## src/hdl/hlcd_pkg.sv

```systemverilog
// ----------------------------------------------------------------------------
// hlcd_pkg: shared types and constants
// Packet framing constants, status codes, register indexes and the structs
// passed between the deframer modules.
// ----------------------------------------------------------------------------
package hlcd_pkg;

	localparam int unsigned ByteW  = 8;
	localparam int unsigned SizeW  = 9;
	localparam int unsigned StatW  = 3;
	localparam int unsigned IndexW = 8;

	localparam logic [ByteW-1:0] HdrByte     = 8'hFF;
	localparam logic [SizeW-1:0] LenOverhead = 9'd4;

	// Byte positions inside a packet
	localparam logic [SizeW-1:0] PosHdr1   = 9'd1;
	localparam logic [SizeW-1:0] PosHdr2   = 9'd2;
	localparam logic [SizeW-1:0] PosLength = 9'd3;
	localparam logic [SizeW-1:0] PosFirst  = 9'd4;

	// Status codes
	localparam logic [StatW-1:0] StIdle    = 3'd0;
	localparam logic [StatW-1:0] StHdrErr  = 3'd1;
	localparam logic [StatW-1:0] StLenErr  = 3'd2;
	localparam logic [StatW-1:0] StCsumErr = 3'd3;
	localparam logic [StatW-1:0] StDone    = 3'd4;

	// Register indexes
	localparam logic [IndexW-1:0] RegMinSize = 8'd0;
	localparam logic [IndexW-1:0] RegMaxSize = 8'd1;

	localparam logic [SizeW-1:0] MinSizeReset = 9'd6;
	localparam logic [SizeW-1:0] MaxSizeReset = 9'd259;

	typedef struct packed {
		logic [SizeW-1:0] min_size;
		logic [SizeW-1:0] max_size;
	} cfg_t;

	typedef struct packed {
		logic [StatW-1:0] status;
		logic [SizeW-1:0] packet_length;
		logic             byte_stored;
		logic [SizeW-1:0] byte_index;
		logic [ByteW-1:0] data_byte;
	} result_t;

endpackage

```

## src/hdl/hlcd_cfg.sv

```systemverilog
// ----------------------------------------------------------------------------
// hlcd_cfg: configuration registers
// Holds the min and max packet size limits, written through the config port.
// ----------------------------------------------------------------------------
module hlcd_cfg (
	input  logic                          clk,
	input  logic                          arst_n,
	input  logic                          cfg_valid,
	input  logic [hlcd_pkg::IndexW-1:0]   cfg_index,
	input  logic [hlcd_pkg::SizeW-1:0]    cfg_data,
	output hlcd_pkg::cfg_t                cfg
);

	hlcd_pkg::cfg_t cfg_q;

	// Register writes; unknown indexes are ignored
	always_ff @(posedge clk or negedge arst_n) begin
		if (!arst_n) begin
			cfg_q.min_size <= hlcd_pkg::MinSizeReset;
			cfg_q.max_size <= hlcd_pkg::MaxSizeReset;
		end else if (cfg_valid) begin
			unique case (cfg_index)
				hlcd_pkg::RegMinSize: cfg_q.min_size <= cfg_data;
				hlcd_pkg::RegMaxSize: cfg_q.max_size <= cfg_data;
				default: ;
			endcase
		end
	end

	assign cfg = cfg_q;

endmodule

```

## src/hdl/hlcd_parse.sv

```systemverilog
// ----------------------------------------------------------------------------
// hlcd_parse: packet parser
// Frame state (count, expected size, running sum) and the per-byte decision
// logic that produces one result word for each accepted byte.
// ----------------------------------------------------------------------------
module hlcd_parse (
	input  logic                        clk,
	input  logic                        arst_n,
	input  logic                        accept,
	input  logic [hlcd_pkg::ByteW-1:0]  rx_byte,
	input  hlcd_pkg::cfg_t              cfg,
	output hlcd_pkg::result_t           result
);

	logic [hlcd_pkg::SizeW-1:0] count_q;
	logic [hlcd_pkg::SizeW-1:0] exp_len_q;
	logic [hlcd_pkg::ByteW-1:0] sum_q;

	logic [hlcd_pkg::SizeW-1:0] count_d;
	logic [hlcd_pkg::SizeW-1:0] exp_len_d;
	logic [hlcd_pkg::ByteW-1:0] sum_d;
	logic [hlcd_pkg::SizeW:0]   cnt_next;
	logic [hlcd_pkg::ByteW-1:0] sum_add;
	logic                       len_bad;
	hlcd_pkg::result_t          res;

	assign cnt_next = {1'b0, count_q} + 10'd1;
	assign sum_add  = sum_q + rx_byte;
	assign len_bad  = (exp_len_q < cfg.min_size) || (exp_len_q > cfg.max_size);

	// Per-byte decision
	always_comb begin
		count_d           = count_q;
		exp_len_d         = exp_len_q;
		sum_d             = sum_q;
		res.status        = hlcd_pkg::StIdle;
		res.packet_length = '0;
		res.byte_stored   = 1'b0;
		res.byte_index    = '0;
		res.data_byte     = '0;
		if (count_q < hlcd_pkg::PosHdr2) begin
			// header bytes
			if (rx_byte != hlcd_pkg::HdrByte) begin
				count_d    = '0;
				sum_d      = '0;
				res.status = hlcd_pkg::StHdrErr;
			end else begin
				res.byte_stored = 1'b1;
				res.byte_index  = count_q;
				res.data_byte   = rx_byte;
				if (count_q != hlcd_pkg::PosHdr1) begin
					sum_d = '0;
				end
				count_d = cnt_next[hlcd_pkg::SizeW-1:0];
			end
		end else if (count_q < hlcd_pkg::PosFirst) begin
			// ID and LENGTH
			res.byte_stored = 1'b1;
			res.byte_index  = count_q;
			res.data_byte   = rx_byte;
			sum_d           = sum_add;
			if (count_q == hlcd_pkg::PosLength) begin
				exp_len_d = {1'b0, rx_byte} + hlcd_pkg::LenOverhead;
			end
			count_d = cnt_next[hlcd_pkg::SizeW-1:0];
		end else if (count_q == hlcd_pkg::PosFirst && len_bad) begin
			// size check fails on the byte after LENGTH
			count_d    = '0;
			exp_len_d  = '0;
			sum_d      = '0;
			res.status = hlcd_pkg::StLenErr;
		end else begin
			res.byte_stored = 1'b1;
			res.byte_index  = count_q;
			res.data_byte   = rx_byte;
			if (cnt_next < {1'b0, exp_len_q}) begin
				sum_d   = sum_add;
				count_d = cnt_next[hlcd_pkg::SizeW-1:0];
			end else begin
				// checksum byte
				if (~sum_q == rx_byte) begin
					res.status        = hlcd_pkg::StDone;
					res.packet_length = cnt_next[hlcd_pkg::SizeW-1:0];
				end else begin
					res.status = hlcd_pkg::StCsumErr;
				end
				count_d = '0;
				sum_d   = '0;
			end
		end
	end

	// Frame state advances on each accepted byte
	always_ff @(posedge clk or negedge arst_n) begin
		if (!arst_n) begin
			count_q   <= '0;
			exp_len_q <= '0;
			sum_q     <= '0;
		end else if (accept) begin
			count_q   <= count_d;
			exp_len_q <= exp_len_d;
			sum_q     <= sum_d;
		end
	end

	assign result = res;

endmodule

```

## src/hdl/header_length_checksum_deframer_core.sv

```systemverilog
// ----------------------------------------------------------------------------
// header_length_checksum_deframer_core: packet deframer top level
// Frames 0xFF 0xFF ID LENGTH ... CHECKSUM packets from a byte stream and
// reports one status word per received byte.
//
//   channel  direction  handshake            payload
//   s_       in         s_tvalid/s_tready    s_tdata: rx_byte
//   m_       out        m_tvalid/m_tready    m_tdata, m_tuser: result word
//   cfg_     in         cfg_valid/cfg_ready  cfg_index, cfg_data
//
// One byte per cycle unless the output stalls; each result is registered.
// The output register frees up in the same cycle it is read, so a byte is
// taken whenever the output is empty or being drained.
// Reset clears the frame state and loads the default size limits.
// Config writes are always ready and take effect on the next byte.
// ----------------------------------------------------------------------------
module header_length_checksum_deframer_core (
	input  logic                         clk,
	input  logic                         arst_n,
	input  logic                         s_tvalid,
	output logic                         s_tready,
	input  logic [7:0]                   s_tdata,   // [7:0] rx_byte
	output logic                         m_tvalid,
	input  logic                         m_tready,
	output logic [31:0]                  m_tdata,   // [8:0] packet_length,
	                                                // [17:9] byte_index,
	                                                // [25:18] data_byte, rest 0
	output logic [3:0]                   m_tuser,   // [2:0] status, [3] byte_stored
	input  logic                         cfg_valid,
	output logic                         cfg_ready,
	input  logic [hlcd_pkg::IndexW-1:0]  cfg_index,
	input  logic [hlcd_pkg::SizeW-1:0]   cfg_data
);

	hlcd_pkg::cfg_t    cfg;
	hlcd_pkg::result_t result;
	hlcd_pkg::result_t out_q;
	logic              m_tvalid_q;
	logic              accept;

	assign cfg_ready = 1'b1;
	assign s_tready  = !m_tvalid_q || m_tready;
	assign accept    = s_tvalid && s_tready;

	hlcd_cfg u_cfg (
		.clk       (clk),
		.arst_n    (arst_n),
		.cfg_valid (cfg_valid),
		.cfg_index (cfg_index),
		.cfg_data  (cfg_data),
		.cfg       (cfg)
	);

	hlcd_parse u_parse (
		.clk     (clk),
		.arst_n  (arst_n),
		.accept  (accept),
		.rx_byte (s_tdata),
		.cfg     (cfg),
		.result  (result)
	);

	// Output valid flag
	always_ff @(posedge clk or negedge arst_n) begin
		if (!arst_n) begin
			m_tvalid_q <= 1'b0;
		end else if (s_tready) begin
			m_tvalid_q <= s_tvalid;
		end
	end

	// Output word register
	always_ff @(posedge clk) begin
		if (accept) begin
			out_q <= result;
		end
	end

	assign m_tvalid = m_tvalid_q;
	assign m_tdata  = {6'd0, out_q.data_byte, out_q.byte_index, out_q.packet_length};
	assign m_tuser  = {out_q.byte_stored, out_q.status};

endmodule

```

## config.mk

```make
export PLATFORM = sky130hd
export DESIGN_NAME = header_length_checksum_deframer_core
export DESIGN_NICKNAME = d
export VERILOG_FILES = /design/src/hdl/hlcd_pkg.sv /design/src/hdl/hlcd_cfg.sv /design/src/hdl/hlcd_parse.sv /design/src/hdl/header_length_checksum_deframer_core.sv
export SDC_FILE = /design/constraint.sdc
export NUM_CORES = 1
export LEC_CHECK = 0
export ABC_AREA = 0
export BUFFER_PORTS_ARGS = -buffer_cell sky130_fd_sc_hd__buf_2
export CAP_MARGIN = 20
export CORE_MARGIN = 1.5
export CORE_UTILIZATION = 28
export CTS_BUF_LIST = sky130_fd_sc_hd__clkbuf_4 sky130_fd_sc_hd__clkbuf_8
export DETAILED_ROUTE_END_ITERATION = 6
export PLACE_DENSITY = 0.42
export SLEW_MARGIN = 20
export SYNTH_ARGS = -nofsm -noshare
export SYNTH_HDL_FRONTEND = slang
export SYNTH_SLANG_ARGS = --single-unit
```

## constraint.sdc

```tcl
create_clock -name clk -period 2.9 [get_ports clk]
set_input_delay 0.435 -clock clk [delete_from_list [all_inputs] [get_ports clk]]
set_output_delay 0.435 -clock clk [all_outputs]
set_load 0.01 [all_outputs]
```

[After elaboration in Yosys (flattened, before gate mapping)]
Cells that the tools add are included.
Operators by class
  multiplexer cells: 25
  $lt $le $gt $ge: 5
  reduce and logical (&&, ||, !) cells: 12
  bitwise gates (word level): 3
  equality and inequality tests: 8
  add/subtract/negate cells: 3
Operators with widths (count)
  9-bit two-way mux: 9
  18-bit two-way mux: 3
  8-bit two-way mux: 6
  27-bit two-way mux: 1
  12-bit two-way mux: 2
  9-bit by 1-bit adder with 10-bit output, second input constant: 1
  10-bit by 9-bit less-than comparator with 1-bit output: 1
  8-bit by 3-bit adder with 9-bit output, second input constant: 1
  9-bit by 2-bit == test with 1-bit output, second input constant: 1
  9-bit by 3-bit == test with 1-bit output, second input constant: 1
  9-bit > comparator: 1
  9-bit by 2-bit less-than comparator with 1-bit output, second input constant: 1
  9-bit by 3-bit less-than comparator with 1-bit output, second input constant: 1
  9-bit less-than comparator: 1
  3-bit two-way mux: 3
  9-bit by 1-bit != test with 1-bit output, second input constant: 1
  8-bit adder: 1
  8-bit by 1-bit == test with 1-bit output, second input constant: 1
  8-bit == test: 1
  8-bit zero test: 1
  8-bit != test, second input constant: 1
  8-bit inverter: 1
  2-bit AND reduction: 3
  5-bit OR reduction: 1
  other kinds (9): 12
Storage, ports and cells
  output and inout port bits: 39
  word-level logic and storage cells: 67
  bits in registers: 75

[Depth between registers and ports, before layout]
  depth in word-level cells: 7
  gate-level depth with buffers: 13

[Hierarchy]
A second synthesis with hierarchy kept.
Second synthesis, totals
  cells, all modules: 385
  area, all modules: 4281.6 um2
Modules (own cells, without submodules)
  hlcd_parse: area an instance 2514.9 um2, cells each 300, times used 1, seq. area each 650.6 um2
  header_length_checksum_deframer_core: area an instance 1014.7 um2, cells each 43, times used 1, seq. area each 925.9 um2
  hlcd_cfg: area an instance 752.0 um2, cells each 42, times used 1, seq. area each 456.7 um2

[Worst setup path before layout]
No wires, ideal clock.
  kind: flip-flop to flip-flop
  start point: reg u_parse.count_q[0] (netlist name)
  end point: reg out_q (netlist bit m_tdata[4]) (data pin)
  stages on the path, launching flop included: 12
  slack: 0.272 ns
  clock period less this slack: 2.628 ns
  data arrival time: 2.358 ns
  path buffers: 1
  cell sequence: dfrtp_1 ha_1 and3_1 nand3_1 xor2_1 inv_1 ha_1 a2111o_1 o21a_1 o21ai_1 buf_2 nor3_1
On the way
  word-level cells in the longest chain between the ends: 3
  elaborated cells between the ends (all ways): 7
  classes of those cells: add/sub (1); order compare (3); eq/ne (1); reduce/logical (2)
RTL lines
  start: declaration: line hlcd_parse.sv:15  | logic [hlcd_pkg::SizeW-1:0] count_q;
  start signal: assignment: line hlcd_parse.sv:100  | count_q <= count_d;
  9-bit by 1-bit adder with 10-bit output: line hlcd_parse.sv:27  | assign cnt_next = {1'b0, count_q} + 10'd1;
  net u_parse.cnt_next, one bit: line hlcd_parse.sv:22  | logic [hlcd_pkg::SizeW:0] cnt_next;
  10-bit by 9-bit less-than comparator with 1-bit output: line hlcd_parse.sv:76  | if (cnt_next < {1'b0, exp_len_q}) begin
  5-bit OR reduction (no line)
  end signal: assignment: line header_length_checksum_deframer_core.sv:75  | out_q <= result;
  end: declaration: line header_length_checksum_deframer_core.sv:37  | hlcd_pkg::result_t out_q;
The timed path passes the listed nets, and every way through them passes these cells.
A chain may end at the register's enable or synchronous reset.

==> out/summary.json <==
{
  "post-route-min-period": {"value": 2730, "unit": "ps"},
  "final.period_utilization": {"value": 94.0, "unit": "%"},
  "cpMaxStageDelayCell": {"value": "sky130_fd_sc_hd__a2111o_1"},
  "maxCapViolCount": {"value": 0},
  "gpl.final_weighted_congestion": {"value": 0.809},
  "hold_violations": {"value": 0},
  "finalWorstSetupSlack": {"value": 175, "unit": "ps"},
  "vias_per_cell": {"value": 4.74},
  "dr.first_iter.drc_count": {"value": 182},
  "hpwlAfterDp": {"value": 8020, "unit": "um"},
  "routed_wire_per_std_cell": {"value": 15.5, "unit": "um"},
  "cts_tree": {"value": "built"},
  "grt_setup_unrepaired": {"value": "yes"},
  "max-clock-path-buffers": {"value": 2},
  "drt_wl_total": {"value": 10500, "unit": "um"},
  "design.portCount": {"value": 69},
  "htree_levels": {"value": 3},
  "floorplan.die.height": {"value": 126, "unit": "um"},
  "timing.critical_path.slowest_cell_delay": {"value": 470, "unit": "ps"},
  "global_route_wire_length_before_repair": {"value": 17400, "unit": "um"},
  "grt_residual_overflow": {"value": 0},
  "num_antenna_cells": {"value": 0},
  "asyncSetResetFlopFracSynth": {"value": 60.0, "unit": "%"},
  "fp-row-count": {"value": 44},
  "synth_flop_cell": {"value": "sky130_fd_sc_hd__dfrtp_1"},
  "stdcell_area": {"value": 5180, "unit": "um2"},
  "final-max-slew-violation-count": {"value": 0},
  "detail_route.first_pass.iterations": {"value": 7},
  "cts_buffers": {"value": 9},
  "relSlewSlack": {"value": 57.7, "unit": "%"},
  "design.die.area": {"value": 15900, "unit": "um2"},
  "cp-end-kind": {"value": "flop"},
  "synth-warning-count": {"value": 0},
  "clkSinkCount": {"value": 75},
  "layout-area-overhead-vs-synth": {"value": 22.0, "unit": "%"},
  "worst-path-max-fanout": {"value": 11},
  "globalRouteTotalUtil": {"value": 14.2, "unit": "%"},
  "power.density": {"value": 865, "unit": "nW/um2"},
  "antenna_violating_nets_post_route": {"value": 0},
  "violations": {"value": "DRC"},
  "fin_setup_tns": {"value": 0, "unit": "ps"},
  "ir_drop": {"value": 0.000280, "unit": "V"},
  "cell_at_the_root_of_the_clock_tree": {"value": "sky130_fd_sc_hd__clkbuf_8"},
  "hold_path.class": {"value": "input port to asynchronous set/reset pin"},
  "worst_ep_arrival_time": {"value": 2820, "unit": "ps"},
  "outcome": {"value": "finished with violations"},
  "routed-via-count": {"value": 3226},
  "synth.lib_cells_used.distinct": {"value": 58},
  "nNetsFinal": {"value": 560},
  "drive_gt1_share": {"value": 29.0, "unit": "%"},
  "port_buffers": {"value": 61},
  "antenna_violations_before_repair": {"value": 0},
  "worstPathRequired": {"value": 3000, "unit": "ps"},
  "static-leakage-power": {"value": 2.40, "unit": "nW"},
  "cp-start-kind": {"value": "flop"},
  "finalSetupViolCount": {"value": 0},
  "yosysSeqAreaShare": {"value": 47.9, "unit": "%"},
  "syn_inst": {"value": 406},
  "timing_worst_slew_pin_value": {"value": 634, "unit": "ps"},
  "worstSkewPairLatency": {"value": 370, "unit": "ps"},
  "clock_tree_skew_after_final_layout": {"value": 14.2, "unit": "ps"},
  "syn_avg_cell_area": {"value": 10.5, "unit": "um2"},
  "timing_worst_setup_path_type": {"value": "flop to flop"},
  "initial_core_util": {"value": 29.0, "unit": "%"},
  "area_of_the_placeable_core": {"value": 14600, "unit": "um2"},
  "cts.clk_slew.worst_paths": {"value": 90, "unit": "ps"},
  "fmax": {"value": 0.367, "unit": "GHz"},
  "ys_ff_latch": {"value": 75},
  "syn-cell-area": {"value": 4240, "unit": "um2"},
  "synth_edf_count": {"value": 30},
  "grt_max_degree": {"value": 46},
  "timing.critical_path.cells": {"value": "and3_1, nand2_2, nor2_2, xnor2_1, inv_1, ha_1, a2111o_1, o21a_1, o21ai_1, buf_4, o21bai_1"},
  "placement.setup.worst_slack": {"value": 65.3, "unit": "ps"},
  "ctsHoldBuffers": {"value": 0},
  "floorplan.die.width": {"value": 126, "unit": "um"},
  "route.detailed.drc": {"value": 3},
  "via_count_of_the_first_global_routing_pass": {"value": 3326},
  "fin_util": {"value": 35.3, "unit": "%"},
  "dpl_cell_area": {"value": 4900, "unit": "um2"}
}
==> path summary, 6_finish.rpt <==
| path | from | endpoint | slack [ps] | cells after the start |
|---|---|---|---|---|
| hold / removal | arst_n | u_cfg.cfg[12] | 70 | 1 |
| max in group asynchronous | arst_n | u_parse.count_q[0] | 2380 | 1 |
| hold reg to reg | u_parse.sum_q[3] | u_parse.sum_q[3] | 490 | 2 |
| min in group clk | s_tvalid | m_tvalid | 280 | 2 |
| setup reg to reg | u_parse.count_q[0] | m_tuser[0] | 170 | 11 |
| setup / recovery | u_parse.count_q[0] | m_tuser[0] | 170 | 11 |
==> stage by stage <==
| step | instances | hold slack, ps | power (mW) |
|---|---|---|---|
| 3_3_place_gp | 663 | 467 | 3.58 |
| 5_1_grt | 681 | 115 | 4.89 |
| 2_1_floorplan | 411 | 139 | 2.85 |
| 6_report | 681 | 72.8 | 4.48 |
| 4_1_cts | 679 | 88.9 | 4.41 |
| 3_5_place_dp | 663 | 481 | 3.58 |
==> report_power, final <==
group | internal [mW] | switching [mW] | total [mW]
Clock | 0.394 | 0.416 | 0.811
Sequential | 1.36 | 0.151 | 1.51
Combinational | 0.929 | 1.23 | 2.16
==> cell usage in the layout, fill, tap and decap left out, drive strengths merged, types with 11 or more instances in the layout <==
master	Yosys	routed
o31ai	11	11
inv	41	42
o21ai	15	15
o22ai	12	12
dfrtp	40	40
ha	37	37
nand3	11	11
buf	12	94
edfxtp	30	30
and3	13	13
nor2	14	14
nand2	48	48
==> flip-flops by register name (all words and copies together) (netlist names) <==
register	cells
m_tvalid	1
u_parse.count_q	9
u_parse.sum_q	8
u_parse.exp_len_q	9
u_cfg.cfg	18
m_tdata	26
m_tuser	4
==> logic make-up after synthesis <==
kind of cell	count (synthesis)	share of synthesized area [%]
AOI/OAI and AO/OA	77	13.2
xor gates and xnor gates	17	3.51
adders and majority gates	38	11.4
buffers and inverters	65	6.66
DFF	75	47.9
muxes	10	2.65
other	2	0.177
and+or+nand+nor	122	14.5
==> routing by layer <==
layer | share of wire (%) | GRT usage, % | vias to the layer above
met5 | 0 | 0 | -
met3 | 4.0 | 4.12 | 12
met1 | 47 | 18.3 | 1554
li1 | - | - | 1602
met2 | 48 | 23.3 | 58
met4 | 1.5 | 3.99 | 0
==> critical path: cells and delay by family (launching register included) <==
family | cells | cell delay (ps)
DFF | 1 | 440
buffers and inverters | 2 | 280
xor gates and xnor gates | 1 | 180
AOI/OAI and AO/OA | 4 | 900
and+or+nand+nor | 3 | 350
adders and majority gates | 1 | 290
==> cell usage after synthesis (4+ instances only) <==
cell type                  number  area (um2)
sky130_fd_sc_hd__inv_1         41         154
sky130_fd_sc_hd__o21a_1         4        30.0
sky130_fd_sc_hd__o21ai_0       13        65.1
sky130_fd_sc_hd__clkbuf_1      12        45.0
sky130_fd_sc_hd__buf_4          7        52.6
sky130_fd_sc_hd__nand2_1       48         180
sky130_fd_sc_hd__ha_1          37         463
sky130_fd_sc_hd__mux2_2        10         113
sky130_fd_sc_hd__xor2_1         7        61.3
sky130_fd_sc_hd__xnor2_1       10        87.6
sky130_fd_sc_hd__dfstp_2        5         131
sky130_fd_sc_hd__nor3_1         9        45.0
sky130_fd_sc_hd__edfxtp_1      30         901
sky130_fd_sc_hd__buf_2          4        20.0
sky130_fd_sc_hd__nand4_1        6        37.5
sky130_fd_sc_hd__and3_1        13        81.3
sky130_fd_sc_hd__dfrtp_1       40        1000
sky130_fd_sc_hd__o31ai_1       11        82.6
sky130_fd_sc_hd__nor2_1        14        52.6
sky130_fd_sc_hd__o22ai_1       12        75.1
sky130_fd_sc_hd__a21oi_1        8        40.0
sky130_fd_sc_hd__nand3_1       11        55.1
sky130_fd_sc_hd__a21o_1         4        30.0
==> final cells by class <==
class	count	area, um2
repair buffers	94	556
inverters	41	154
clock inverters	7	67.6
multi-input cells	271	2010
fillers	1525	9470
well taps	184	230
flip-flops and latches	75	2030
clock buffers	9	124
==> what timing repair did <==
action                     in CTS  in global routing
setup endpoints to repair       0                 24
buffers inserted                0                  2
resized for setup               0                 13
(Power assumes the default switching activity.)
